--- src/hw/rtl/imm_pkg.sv ---
// ----------------------------------------------------------------------------
// imm_pkg
// Shared constants, codes, types and helpers of the integer matrix multiplier.
// ----------------------------------------------------------------------------
package imm_pkg;

  // Store geometry and element width
  localparam int MAX_DIM    = 8;
  localparam int ELEM_WIDTH = 32;
  localparam int IDX_W      = (MAX_DIM > 1) ? $clog2(MAX_DIM) : 1;
  localparam int DEPTH      = MAX_DIM * MAX_DIM;
  localparam int ADDR_W     = $clog2(DEPTH);

  // Fixed field widths of the request and result channels
  localparam int KIND_W = 2;
  localparam int FLD_W  = 3;
  localparam int DATA_W = 32;
  localparam int DIM_W  = 4;

  // Configuration port
  localparam int CFG_IDX_W = 2;
  localparam int CFG_W     = DIM_W;

  localparam logic [CFG_IDX_W-1:0] REG_ROWS_A    = CFG_IDX_W'(0);
  localparam logic [CFG_IDX_W-1:0] REG_INNER_DIM = CFG_IDX_W'(1);
  localparam logic [CFG_IDX_W-1:0] REG_COLS_B    = CFG_IDX_W'(2);

  localparam logic [DIM_W-1:0] DIM_RESET = DIM_W'(8);

  // Request kinds; the fourth code is ignored
  localparam logic [KIND_W-1:0] KIND_WR_A    = KIND_W'(0);
  localparam logic [KIND_W-1:0] KIND_WR_B    = KIND_W'(1);
  localparam logic [KIND_W-1:0] KIND_COMPUTE = KIND_W'(2);

  // Controller to datapath
  typedef struct packed {
    logic             wr_a;
    logic             wr_b;
    logic             rd_en;
    logic             acc_clr;
    logic [IDX_W-1:0] rd_row;
    logic [IDX_W-1:0] rd_col;
    logic [IDX_W-1:0] rd_k;
  } imm_cmd_t;

  // Datapath to controller
  typedef struct packed {
    logic pipe_busy;
  } imm_sts_t;

  // Zero counts as one, anything above MAX_DIM as MAX_DIM
  function automatic logic [DIM_W-1:0] clamp_dim(input logic [DIM_W-1:0] d);
    logic [DIM_W-1:0] r;
    r = d;
    if (d == '0) begin
      r = DIM_W'(1);
    end else if (int'(d) > MAX_DIM) begin
      r = DIM_W'(MAX_DIM);
    end
    return r;
  endfunction

  function automatic logic [ADDR_W-1:0] elem_addr(input logic [IDX_W-1:0] r,
                                                  input logic [IDX_W-1:0] c);
    return ADDR_W'(int'(r) * MAX_DIM + int'(c));
  endfunction

  // Keep the low ELEM_WIDTH bits, sign extended
  function automatic logic [DATA_W-1:0] sext_elem(input logic [DATA_W-1:0] v);
    logic signed [DATA_W-1:0] s;
    s = $signed(v << (DATA_W - ELEM_WIDTH));
    return DATA_W'(s >>> (DATA_W - ELEM_WIDTH));
  endfunction

endpackage

--- src/hw/rtl/imm_ifs.sv ---
// ----------------------------------------------------------------------------
// imm request and result channels
// Valid/ready channels carrying element writes, compute requests and results.
// ----------------------------------------------------------------------------
interface imm_in_if;
  import imm_pkg::*;

  logic              valid;
  logic              ready;
  logic [KIND_W-1:0] kind;
  logic [FLD_W-1:0]  row;
  logic [FLD_W-1:0]  col;
  logic [DATA_W-1:0] value;

  modport source (output valid, kind, row, col, value, input ready);
  modport sink   (input valid, kind, row, col, value, output ready);
endinterface

interface imm_out_if;
  import imm_pkg::*;

  logic              valid;
  logic              ready;
  logic [DATA_W-1:0] product;
  logic [FLD_W-1:0]  out_row;
  logic [FLD_W-1:0]  out_col;
  logic              last;

  modport source (output valid, product, out_row, out_col, last, input ready);
  modport sink   (input valid, product, out_row, out_col, last, output ready);
endinterface

--- src/hw/rtl/imm_datapath.sv ---
// ----------------------------------------------------------------------------
// imm_datapath
// Element stores, read/multiply/accumulate pipeline and the result register.
// ----------------------------------------------------------------------------
module imm_datapath (
  input  logic                     clk_i,
  input  logic                     rst_ni,
  input  imm_pkg::imm_cmd_t        cmd_i,
  output imm_pkg::imm_sts_t        sts_o,
  input  logic [imm_pkg::FLD_W-1:0]  wr_row_i,
  input  logic [imm_pkg::FLD_W-1:0]  wr_col_i,
  input  logic [imm_pkg::DATA_W-1:0] wr_value_i,
  output logic [imm_pkg::DATA_W-1:0] product_o
);
  import imm_pkg::*;

  logic [DATA_W-1:0] store_a [DEPTH];
  logic [DATA_W-1:0] store_b [DEPTH];

  logic              wr_in_range;
  logic [ADDR_W-1:0] wr_addr;
  logic [DATA_W-1:0] wr_data;

  logic [DATA_W-1:0] a_rd_q, b_rd_q;
  logic [DATA_W-1:0] mul_d, mul_q;
  logic [DATA_W-1:0] acc_d, acc_q;
  logic              rd_vld_q, mul_vld_q;

  // writes outside the store are dropped
  assign wr_in_range = (int'(wr_row_i) < MAX_DIM) && (int'(wr_col_i) < MAX_DIM);
  assign wr_addr     = elem_addr(wr_row_i[IDX_W-1:0], wr_col_i[IDX_W-1:0]);
  assign wr_data     = sext_elem(wr_value_i);

  always_ff @(posedge clk_i) begin
    if (cmd_i.wr_a && wr_in_range) begin
      store_a[wr_addr] <= wr_data;
    end
    if (cmd_i.wr_b && wr_in_range) begin
      store_b[wr_addr] <= wr_data;
    end
    if (cmd_i.rd_en) begin
      a_rd_q <= store_a[elem_addr(cmd_i.rd_row, cmd_i.rd_k)];
      b_rd_q <= store_b[elem_addr(cmd_i.rd_k, cmd_i.rd_col)];
    end
  end

  // low half of the product is the same for signed and unsigned operands
  assign mul_d = a_rd_q * b_rd_q;

  always_comb begin
    acc_d = acc_q;
    if (cmd_i.acc_clr) begin
      acc_d = '0;
    end else if (mul_vld_q) begin
      acc_d = acc_q + mul_q;
    end
  end

  always_ff @(posedge clk_i) begin
    mul_q <= mul_d;
    acc_q <= acc_d;
  end

  always_ff @(posedge clk_i or negedge rst_ni) begin
    if (!rst_ni) begin
      rd_vld_q  <= 1'b0;
      mul_vld_q <= 1'b0;
    end else begin
      rd_vld_q  <= cmd_i.rd_en;
      mul_vld_q <= rd_vld_q;
    end
  end

  assign sts_o.pipe_busy = rd_vld_q | mul_vld_q;
  assign product_o       = acc_q;

endmodule

--- src/hw/rtl/imm_ctrl.sv ---
// ----------------------------------------------------------------------------
// imm_ctrl
// Dimension registers and the sequencer that walks rows, columns and the
// inner dimension.
// ----------------------------------------------------------------------------
module imm_ctrl (
  input  logic                          clk_i,
  input  logic                          rst_ni,
  input  logic                          cfg_we_i,
  input  logic [imm_pkg::CFG_IDX_W-1:0] cfg_idx_i,
  input  logic [imm_pkg::CFG_W-1:0]     cfg_wdata_i,
  input  logic                          in_valid_i,
  output logic                          in_ready_o,
  input  logic [imm_pkg::KIND_W-1:0]    in_kind_i,
  output logic                          out_valid_o,
  input  logic                          out_ready_i,
  output logic [imm_pkg::FLD_W-1:0]     out_row_o,
  output logic [imm_pkg::FLD_W-1:0]     out_col_o,
  output logic                          out_last_o,
  output imm_pkg::imm_cmd_t             cmd_o,
  input  imm_pkg::imm_sts_t             sts_i
);
  import imm_pkg::*;

  typedef enum logic [1:0] {
    ST_IDLE,
    ST_ISSUE,
    ST_DRAIN,
    ST_OUT
  } state_e;

  state_e           state_q, state_d;
  logic [DIM_W-1:0] rows_a_q, inner_dim_q, cols_b_q;
  logic [IDX_W-1:0] r_q, r_d, c_q, c_d, k_q, k_d;
  logic [DIM_W-1:0] nr, nk, nc;
  logic             in_acc, out_acc;
  logic             k_end, c_end, r_end;

  assign nr = clamp_dim(rows_a_q);
  assign nk = clamp_dim(inner_dim_q);
  assign nc = clamp_dim(cols_b_q);

  assign k_end = (DIM_W'(k_q) == nk - DIM_W'(1));
  assign c_end = (DIM_W'(c_q) == nc - DIM_W'(1));
  assign r_end = (DIM_W'(r_q) == nr - DIM_W'(1));

  assign in_ready_o  = (state_q == ST_IDLE);
  assign out_valid_o = (state_q == ST_OUT);
  assign in_acc      = in_valid_i & in_ready_o;
  assign out_acc     = out_valid_o & out_ready_i;

  assign out_row_o  = FLD_W'(r_q);
  assign out_col_o  = FLD_W'(c_q);
  assign out_last_o = r_end & c_end;

  always_comb begin
    cmd_o.wr_a    = in_acc && (in_kind_i == KIND_WR_A);
    cmd_o.wr_b    = in_acc && (in_kind_i == KIND_WR_B);
    cmd_o.rd_en   = (state_q == ST_ISSUE);
    cmd_o.acc_clr = (state_q == ST_ISSUE) && (k_q == '0);
    cmd_o.rd_row  = r_q;
    cmd_o.rd_col  = c_q;
    cmd_o.rd_k    = k_q;
  end

  always_comb begin
    state_d = state_q;
    r_d     = r_q;
    c_d     = c_q;
    k_d     = k_q;
    unique case (state_q)
      ST_IDLE: begin
        if (in_acc && (in_kind_i == KIND_COMPUTE)) begin
          r_d     = '0;
          c_d     = '0;
          k_d     = '0;
          state_d = ST_ISSUE;
        end
      end
      ST_ISSUE: begin
        if (k_end) begin
          k_d     = '0;
          state_d = ST_DRAIN;
        end else begin
          k_d = k_q + IDX_W'(1);
        end
      end
      ST_DRAIN: begin
        if (!sts_i.pipe_busy) begin
          state_d = ST_OUT;
        end
      end
      ST_OUT: begin
        if (out_acc) begin
          if (r_end && c_end) begin
            state_d = ST_IDLE;
          end else if (c_end) begin
            c_d     = '0;
            r_d     = r_q + IDX_W'(1);
            state_d = ST_ISSUE;
          end else begin
            c_d     = c_q + IDX_W'(1);
            state_d = ST_ISSUE;
          end
        end
      end
      default: state_d = ST_IDLE;
    endcase
  end

  always_ff @(posedge clk_i or negedge rst_ni) begin
    if (!rst_ni) begin
      state_q     <= ST_IDLE;
      rows_a_q    <= DIM_RESET;
      inner_dim_q <= DIM_RESET;
      cols_b_q    <= DIM_RESET;
      r_q         <= '0;
      c_q         <= '0;
      k_q         <= '0;
    end else begin
      state_q <= state_d;
      r_q     <= r_d;
      c_q     <= c_d;
      k_q     <= k_d;
      if (cfg_we_i) begin
        unique case (cfg_idx_i)
          REG_ROWS_A:    rows_a_q    <= cfg_wdata_i;
          REG_INNER_DIM: inner_dim_q <= cfg_wdata_i;
          REG_COLS_B:    cols_b_q    <= cfg_wdata_i;
          default: ;
        endcase
      end
    end
  end

endmodule

--- src/hw/rtl/integer_matrix_multiply.sv ---
// ----------------------------------------------------------------------------
// integer_matrix_multiply
// Signed integer matrix multiplier with element stores and a sequenced
// multiply-accumulate datapath.
// ----------------------------------------------------------------------------
// Requests on in_i either load one element of A or B (kind 0 / 1, at row,
// col; the value is sign extended from ELEM_WIDTH bits, indexes beyond the
// store are dropped) or start a compute run (kind 2); kind 3 is ignored.
// Write requests are taken one per cycle while no compute run is active.
// A compute run emits rows_a*cols_b results on out_o in row-major order,
// last set on the final one; every element is the 32-bit wrapped sum over
// inner_dim of A[r][k]*B[k][c]. Per result, each single-ported store is read
// once per cycle over the inner dimension, the read / multiply / accumulate
// pipeline drains and the output register holds the result until taken.
// No new request is taken until the last result of a run has gone.
// Dimensions of 0 act as 1, above MAX_DIM as MAX_DIM. Configure only while
// idle. Reading an element never written since reset gives an undefined
// result. No clearing pass after reset.
// ----------------------------------------------------------------------------
module integer_matrix_multiply (
  input  logic                          clk_i,
  input  logic                          rst_ni,
  imm_in_if.sink                        in_i,
  imm_out_if.source                     out_o,
  input  logic                          cfg_we_i,
  input  logic [imm_pkg::CFG_IDX_W-1:0] cfg_idx_i,
  input  logic [imm_pkg::CFG_W-1:0]     cfg_wdata_i
);
  import imm_pkg::*;

  imm_cmd_t cmd;
  imm_sts_t sts;

  // sequencer: dimension registers, handshakes and loop counters
  imm_ctrl u_ctrl (
    .clk_i       (clk_i),
    .rst_ni      (rst_ni),
    .cfg_we_i    (cfg_we_i),
    .cfg_idx_i   (cfg_idx_i),
    .cfg_wdata_i (cfg_wdata_i),
    .in_valid_i  (in_i.valid),
    .in_ready_o  (in_i.ready),
    .in_kind_i   (in_i.kind),
    .out_valid_o (out_o.valid),
    .out_ready_i (out_o.ready),
    .out_row_o   (out_o.out_row),
    .out_col_o   (out_o.out_col),
    .out_last_o  (out_o.last),
    .cmd_o       (cmd),
    .sts_i       (sts)
  );

  // stores and MAC pipeline; the accumulator doubles as the result register
  imm_datapath u_dp (
    .clk_i      (clk_i),
    .rst_ni     (rst_ni),
    .cmd_i      (cmd),
    .sts_o      (sts),
    .wr_row_i   (in_i.row),
    .wr_col_i   (in_i.col),
    .wr_value_i (in_i.value),
    .product_o  (out_o.product)
  );

endmodule

--- src/flat_wrapper.sv ---
// flat-port wrapper written by rule: the top's interface ports become plain ports
module integer_matrix_multiply_flat import imm_pkg::*;
  (clk_i, rst_ni, cfg_we_i, cfg_idx_i, cfg_wdata_i, in_i_valid, in_i_kind, in_i_row, in_i_col, in_i_value, in_i_ready, out_o_valid, out_o_product, out_o_out_row, out_o_out_col, out_o_last, out_o_ready);
  imm_in_if in_i_i ();
  imm_out_if out_o_i ();
  input  logic clk_i;
  input  logic rst_ni;
  input  logic cfg_we_i;
  input  logic [imm_pkg::CFG_IDX_W-1:0] cfg_idx_i;
  input  logic [imm_pkg::CFG_W-1:0] cfg_wdata_i;
  input wire logic [$bits(in_i_i.valid)-1:0] in_i_valid;
  input wire logic [$bits(in_i_i.kind)-1:0] in_i_kind;
  input wire logic [$bits(in_i_i.row)-1:0] in_i_row;
  input wire logic [$bits(in_i_i.col)-1:0] in_i_col;
  input wire logic [$bits(in_i_i.value)-1:0] in_i_value;
  output wire logic [$bits(in_i_i.ready)-1:0] in_i_ready;
  output wire logic [$bits(out_o_i.valid)-1:0] out_o_valid;
  output wire logic [$bits(out_o_i.product)-1:0] out_o_product;
  output wire logic [$bits(out_o_i.out_row)-1:0] out_o_out_row;
  output wire logic [$bits(out_o_i.out_col)-1:0] out_o_out_col;
  output wire logic [$bits(out_o_i.last)-1:0] out_o_last;
  input wire logic [$bits(out_o_i.ready)-1:0] out_o_ready;
  assign in_i_i.valid = in_i_valid;
  assign in_i_i.kind = in_i_kind;
  assign in_i_i.row = in_i_row;
  assign in_i_i.col = in_i_col;
  assign in_i_i.value = in_i_value;
  assign in_i_ready = in_i_i.ready;
  assign out_o_valid = out_o_i.valid;
  assign out_o_product = out_o_i.product;
  assign out_o_out_row = out_o_i.out_row;
  assign out_o_out_col = out_o_i.out_col;
  assign out_o_last = out_o_i.last;
  assign out_o_i.ready = out_o_ready;
  integer_matrix_multiply u_core (.clk_i(clk_i), .rst_ni(rst_ni), .in_i(in_i_i), .out_o(out_o_i), .cfg_we_i(cfg_we_i), .cfg_idx_i(cfg_idx_i), .cfg_wdata_i(cfg_wdata_i));
endmodule
--- config.mk ---
export PLATFORM = sky130hd
export DESIGN_NAME = integer_matrix_multiply_flat
export DESIGN_NICKNAME = d
export VERILOG_FILES = /design/src/hw/rtl/imm_pkg.sv /design/src/hw/rtl/imm_ifs.sv /design/src/hw/rtl/imm_datapath.sv /design/src/hw/rtl/imm_ctrl.sv /design/src/hw/rtl/integer_matrix_multiply.sv /design/src/flat_wrapper.sv
export SDC_FILE = /design/constraint.sdc
export NUM_CORES = 2
export LEC_CHECK = 0
export BUFFER_PORTS_ARGS = -buffer_cell sky130_fd_sc_hd__buf_2
export CAP_MARGIN = 20
export CORE_AREA = 2 2 643 485
export DETAILED_ROUTE_END_ITERATION = 12
export DIE_AREA = 0 0 645 487
export GPL_ROUTABILITY_DRIVEN = 0
export PLACE_DENSITY = 0.74
export SYNTH_ARGS = -nofsm -noshare
export SYNTH_HDL_FRONTEND = slang
export SYNTH_SLANG_ARGS = --single-unit
export TNS_END_PERCENT = 1
--- constraint.sdc ---
create_clock -name clk_i -period 13.6 [get_ports clk_i]
set_input_delay 2.72 -clock clk_i [delete_from_list [all_inputs] [get_ports clk_i]]
set_output_delay 2.72 -clock clk_i [all_outputs]
set_load 0.01 [all_outputs]
==> out/results.tsv <==
stage	metric	value	unit
worst_setup_path	r2r_start	u_core.u_dp.b_rd_q[5]	
global_routing	grt_max_degree	160	
cts	clockBufferDepth	4	
timing	hold_viol_final	0	
route	drtAntennaViolNets	0	
route	drtPass1Iterations	12	
synthesis	post_synth_num_cell_types	67	
timing	tightest_slew	1.16	ns
synthesis	synth_xor_xnor_area_share	0.636	%
route	routedWlPerCell	35.5	um
cts	clk_pin_slew	0.06	ns
status	violations	DRC	
layout	final_nets	9178	
synthesis	synth_fa_ha_area_share	5.77	%
timing	hold_ws	0.380	ns
cts	clock_latency	0.95	ns
layout	final_common_cell	edfxtp_1	
synthesis	syn-cell-area	178000	um2
place	dpl_cell_area	184000	um2
timing	slew_viol_final	0	
place	hpwlAfterDp	260000	um
run	drv_cap	0	
synthesis	muxShareOfSynthArea	17.2	%
route	drt-total-wl	462000	um
floorplan	fp-row-count	177	
synthesis	async_flop_share	0.588	%
cts	hold_buffers	0	
timing	finalSetupViolCount	0	
synthesis	ys_warn_count	0	
min_path	min_to	u_core.u_dp.mul_vld_q	
cts	cts_root_buf	clkbuf_16	
global_routing	grt_pass1_vias	88500	
layout	drive_gt1_share	26.9	%
worst_setup_path	r2r_setup_slack	6.05	ns
timing	min_period	7.55	ns
floorplan	dieHeight	487	um
place	dp_slack	6.17	ns
worst_setup_path	crit_path_end_kind	register	
cts	htree_levels	5	
worst_setup_path	cpMostUsedCell	fa_1	
synthesis	synth-simple-area-share	2.41	%
timing	tns	0	ns
floorplan	io_pins	92	
timing	layout_setup_ws	6.05	ns
place	portBuffers	91	
status	status	finished, violations left	
cts	cts.sinks	4249	
worst_setup_path	arrival	8.30	ns
synthesis	syn-mean-instance-area	21.6	um2
worst_setup_path	startpoint	u_core.u_dp.b_rd_q[5]	
global_routing	grt_pass1_wl	658000	um
worst_setup_path	cp_data_required_time	14.35	ns
timing	fin_skew	0.0799	ns
route	routed_via_density	6.73	
floorplan	start_util	57.6	%
worst_setup_path	ff2ff_path_depth	23	
synthesis	syn-num-nets	8868	
synthesis	synth_compound_area_share	0.688	%
cts	post-cts-setup-buffers	0	
synthesis	synth_top_family_by_area	multiplexers	
worst_setup_path	cp_num_buf_inv	4	
layout	stdcell_area	197000	um2
global_routing	antenna_found_initial	60	
synthesis	synth_seq_cells	4249	
worst_setup_path	crit_chain	and2_1, fa_1, fa_1, fa_1, inv_1, fa_1, inv_1, fa_1, inv_1, fa_1, inv_1, fa_1, fa_1, ha_1, a21oi_1, nor2b_1, o21ai_0, a21oi_1, o21ai_0, nand2_1, o41ai_1, o21ai_1, xnor2_1	
worst_setup_path	crit_family	adder cells	
floorplan	die-area	314000	um2
route	num_vias	87700	
synthesis	ys.flop_type	edfxtp_1	
cts	cts_made_buffers	397	
global_routing	overflow	0	
floorplan	coreArea	308000	um2
cts	cts_resized	0	
worst_setup_path	cp_max_fo	27	
min_path	min_path_type	register to register	
cts	cts_tree	yes	
layout	fillerInstances	19800	
worst_setup_path	regToRegEndpoint	u_core.u_dp.mul_q[31]	
worst_setup_path	crit_type	register to register	
min_path	hp-start	u_core.u_dp.rd_vld_q	
layout	syn2layout_area_growth	10.9	%
synthesis	synth-seq-area-share	71.4	%
layout	mostFrequentLayoutCells	4160 x edfxtp_1, 1332 x mux4_2, 409 x fa_1	
synthesis	synth_cells	8243	
worst_setup_path	crit_path_max_incr_delay	1.07	ns
floorplan	die_x	645	um
route	drc	3	
timing	slew_headroom	22.9	%
timing	finalCritPeriodShare	55.5	%
worst_setup_path	worst_setup_path_start_kind	register	
route	drtIter0Drc	13800	
worst_setup_path	slowest_stage	edfxtp_1	
timing	fmax	132	MHz
timing	rsz0062_at_grt	false	
global_routing	grt_usage	29.8	%
synthesis	synth_edf_count	4160	
min_path	min_path_cells	0	
[metrics by stage]
stage,util (%),cells
floorplan,-,8243
global placement,59.8,12300
detailed placement,59.8,12300
CTS,63.9,13000
global route,63.9,13000
finish,63.9,13000
[worst max path at each step]
| stage | end | slack (ns) | cells past startpoint |
|---|---|---|---|
| 2_1_floorplan | u_core.u_dp.mul_q[30] | 7.01 | 23 |
| 3_3_place_gp | u_core.u_dp.mul_q[31] | 6.12 | 23 |
| 3_5_place_dp | u_core.u_dp.mul_q[31] | 6.17 | 23 |
| 4_1_cts | u_core.u_dp.mul_q[31] | 6.11 | 23 |
| 5_1_grt | u_core.u_dp.mul_q[31] | 5.81 | 23 |
| 6_report | u_core.u_dp.mul_q[31] | 6.05 | 23 |
[cells in the mapped netlist, types with 5 or more instances]
cell type,n,share of area [%]
nand3b_1,7,0.030
or3_1,5,0.018
buf_2,117,0.33
nor2b_1,14,0.049
buf_6,11,0.070
ha_1,165,1.2
nor3_1,8,0.023
nand3_1,25,0.070
xor2_1,34,0.17
o21bai_1,6,0.025
a21oi_1,55,0.15
buf_1,22,0.046
mux2_2,23,0.15
xnor2_1,95,0.47
o21a_1,5,0.021
nor2_1,187,0.40
dfxtp_1,64,0.72
and2_1,299,1.1
mux2i_1,33,0.19
clkbuf_1,257,0.54
dfrtp_1,22,0.31
nand2b_1,14,0.049
buf_4,13,0.055
o21ai_0,34,0.096
o21ai_1,20,0.056
inv_1,407,0.86
fa_1,409,4.6
nand2_1,306,0.65
mux4_2,1332,17
a21o_1,19,0.080
a211oi_1,16,0.068
edfxtp_1,4160,70
a31oi_1,8,0.028
[routing by layer]
layer  up-vias  part of all wire [%]  GRT usage [%]
met1     46800                    38           43.9
met3       828                    13           7.98
met2      6199                    46           44.4
li1      33800                     -              -
met5         -                 0.062              0
met4        40                   3.4           9.36
[kinds of logic after synthesis]
family | after synthesis
AND/OR/NAND/NOR | 882
buffers and inverters | 828
flip-flops | 4249
multiplexers | 1388
AO/OA/AOI/OAI | 193
XOR/XNOR | 129
adder cells (fa/ha/maj) | 574
[flip-flops by register name (all words and copies together) (netlist names)]
signal                     flops
u_core.u_ctrl.cols_b_q         4
u_core.u_ctrl.inner_dim_q      4
u_core.u_ctrl.k_q              3
u_core.u_ctrl.out_col_o        3
u_core.u_ctrl.out_row_o        3
u_core.u_ctrl.rows_a_q         4
u_core.u_ctrl.state_q          2
u_core.u_dp.a_rd_q            32
u_core.u_dp.b_rd_q            32
u_core.u_dp.mul_q             32
u_core.u_dp.mul_vld_q          1
u_core.u_dp.product_o         32
u_core.u_dp.rd_vld_q           1
u_core.u_dp.store_a         2048
u_core.u_dp.store_b         2048
[worst reg2reg max path, cell delays in order (launching register included)]
cell,delay (ns)
edfxtp_1,1.07
and2_1,0.30
fa_1,0.42
fa_1,0.50
fa_1,0.53
inv_1,0.05
fa_1,0.48
inv_1,0.05
fa_1,0.50
inv_1,0.05
fa_1,0.53
inv_1,0.05
fa_1,0.39
fa_1,0.40
ha_1,0.39
a21oi_1,0.18
nor2b_1,0.07
o21ai_0,0.18
a21oi_1,0.09
o21ai_0,0.17
nand2_1,0.11
o41ai_1,0.56
o21ai_1,0.18
xnor2_1,0.15
[area by class of cell]
class | instances | area, um2 | area share (%)
Clock buffer | 493 | 10500 | 5.31
Tap cell | 4117 | 5150 | 2.61
Antenna cell | 28 | 70.1 | 0.0356
Clock inverter | 226 | 1980 | 1.00
Inverter | 408 | 1530 | 0.777
Timing Repair Buffer | 331 | 2540 | 1.29
Sequential cell | 4249 | 127000 | 64.4
Multi-Input combinational cell | 3166 | 48500 | 24.6
Power is left out: the tool's default activity adds up to more than one toggle a clock period on the data nets, which glitch-free logic cannot reach.
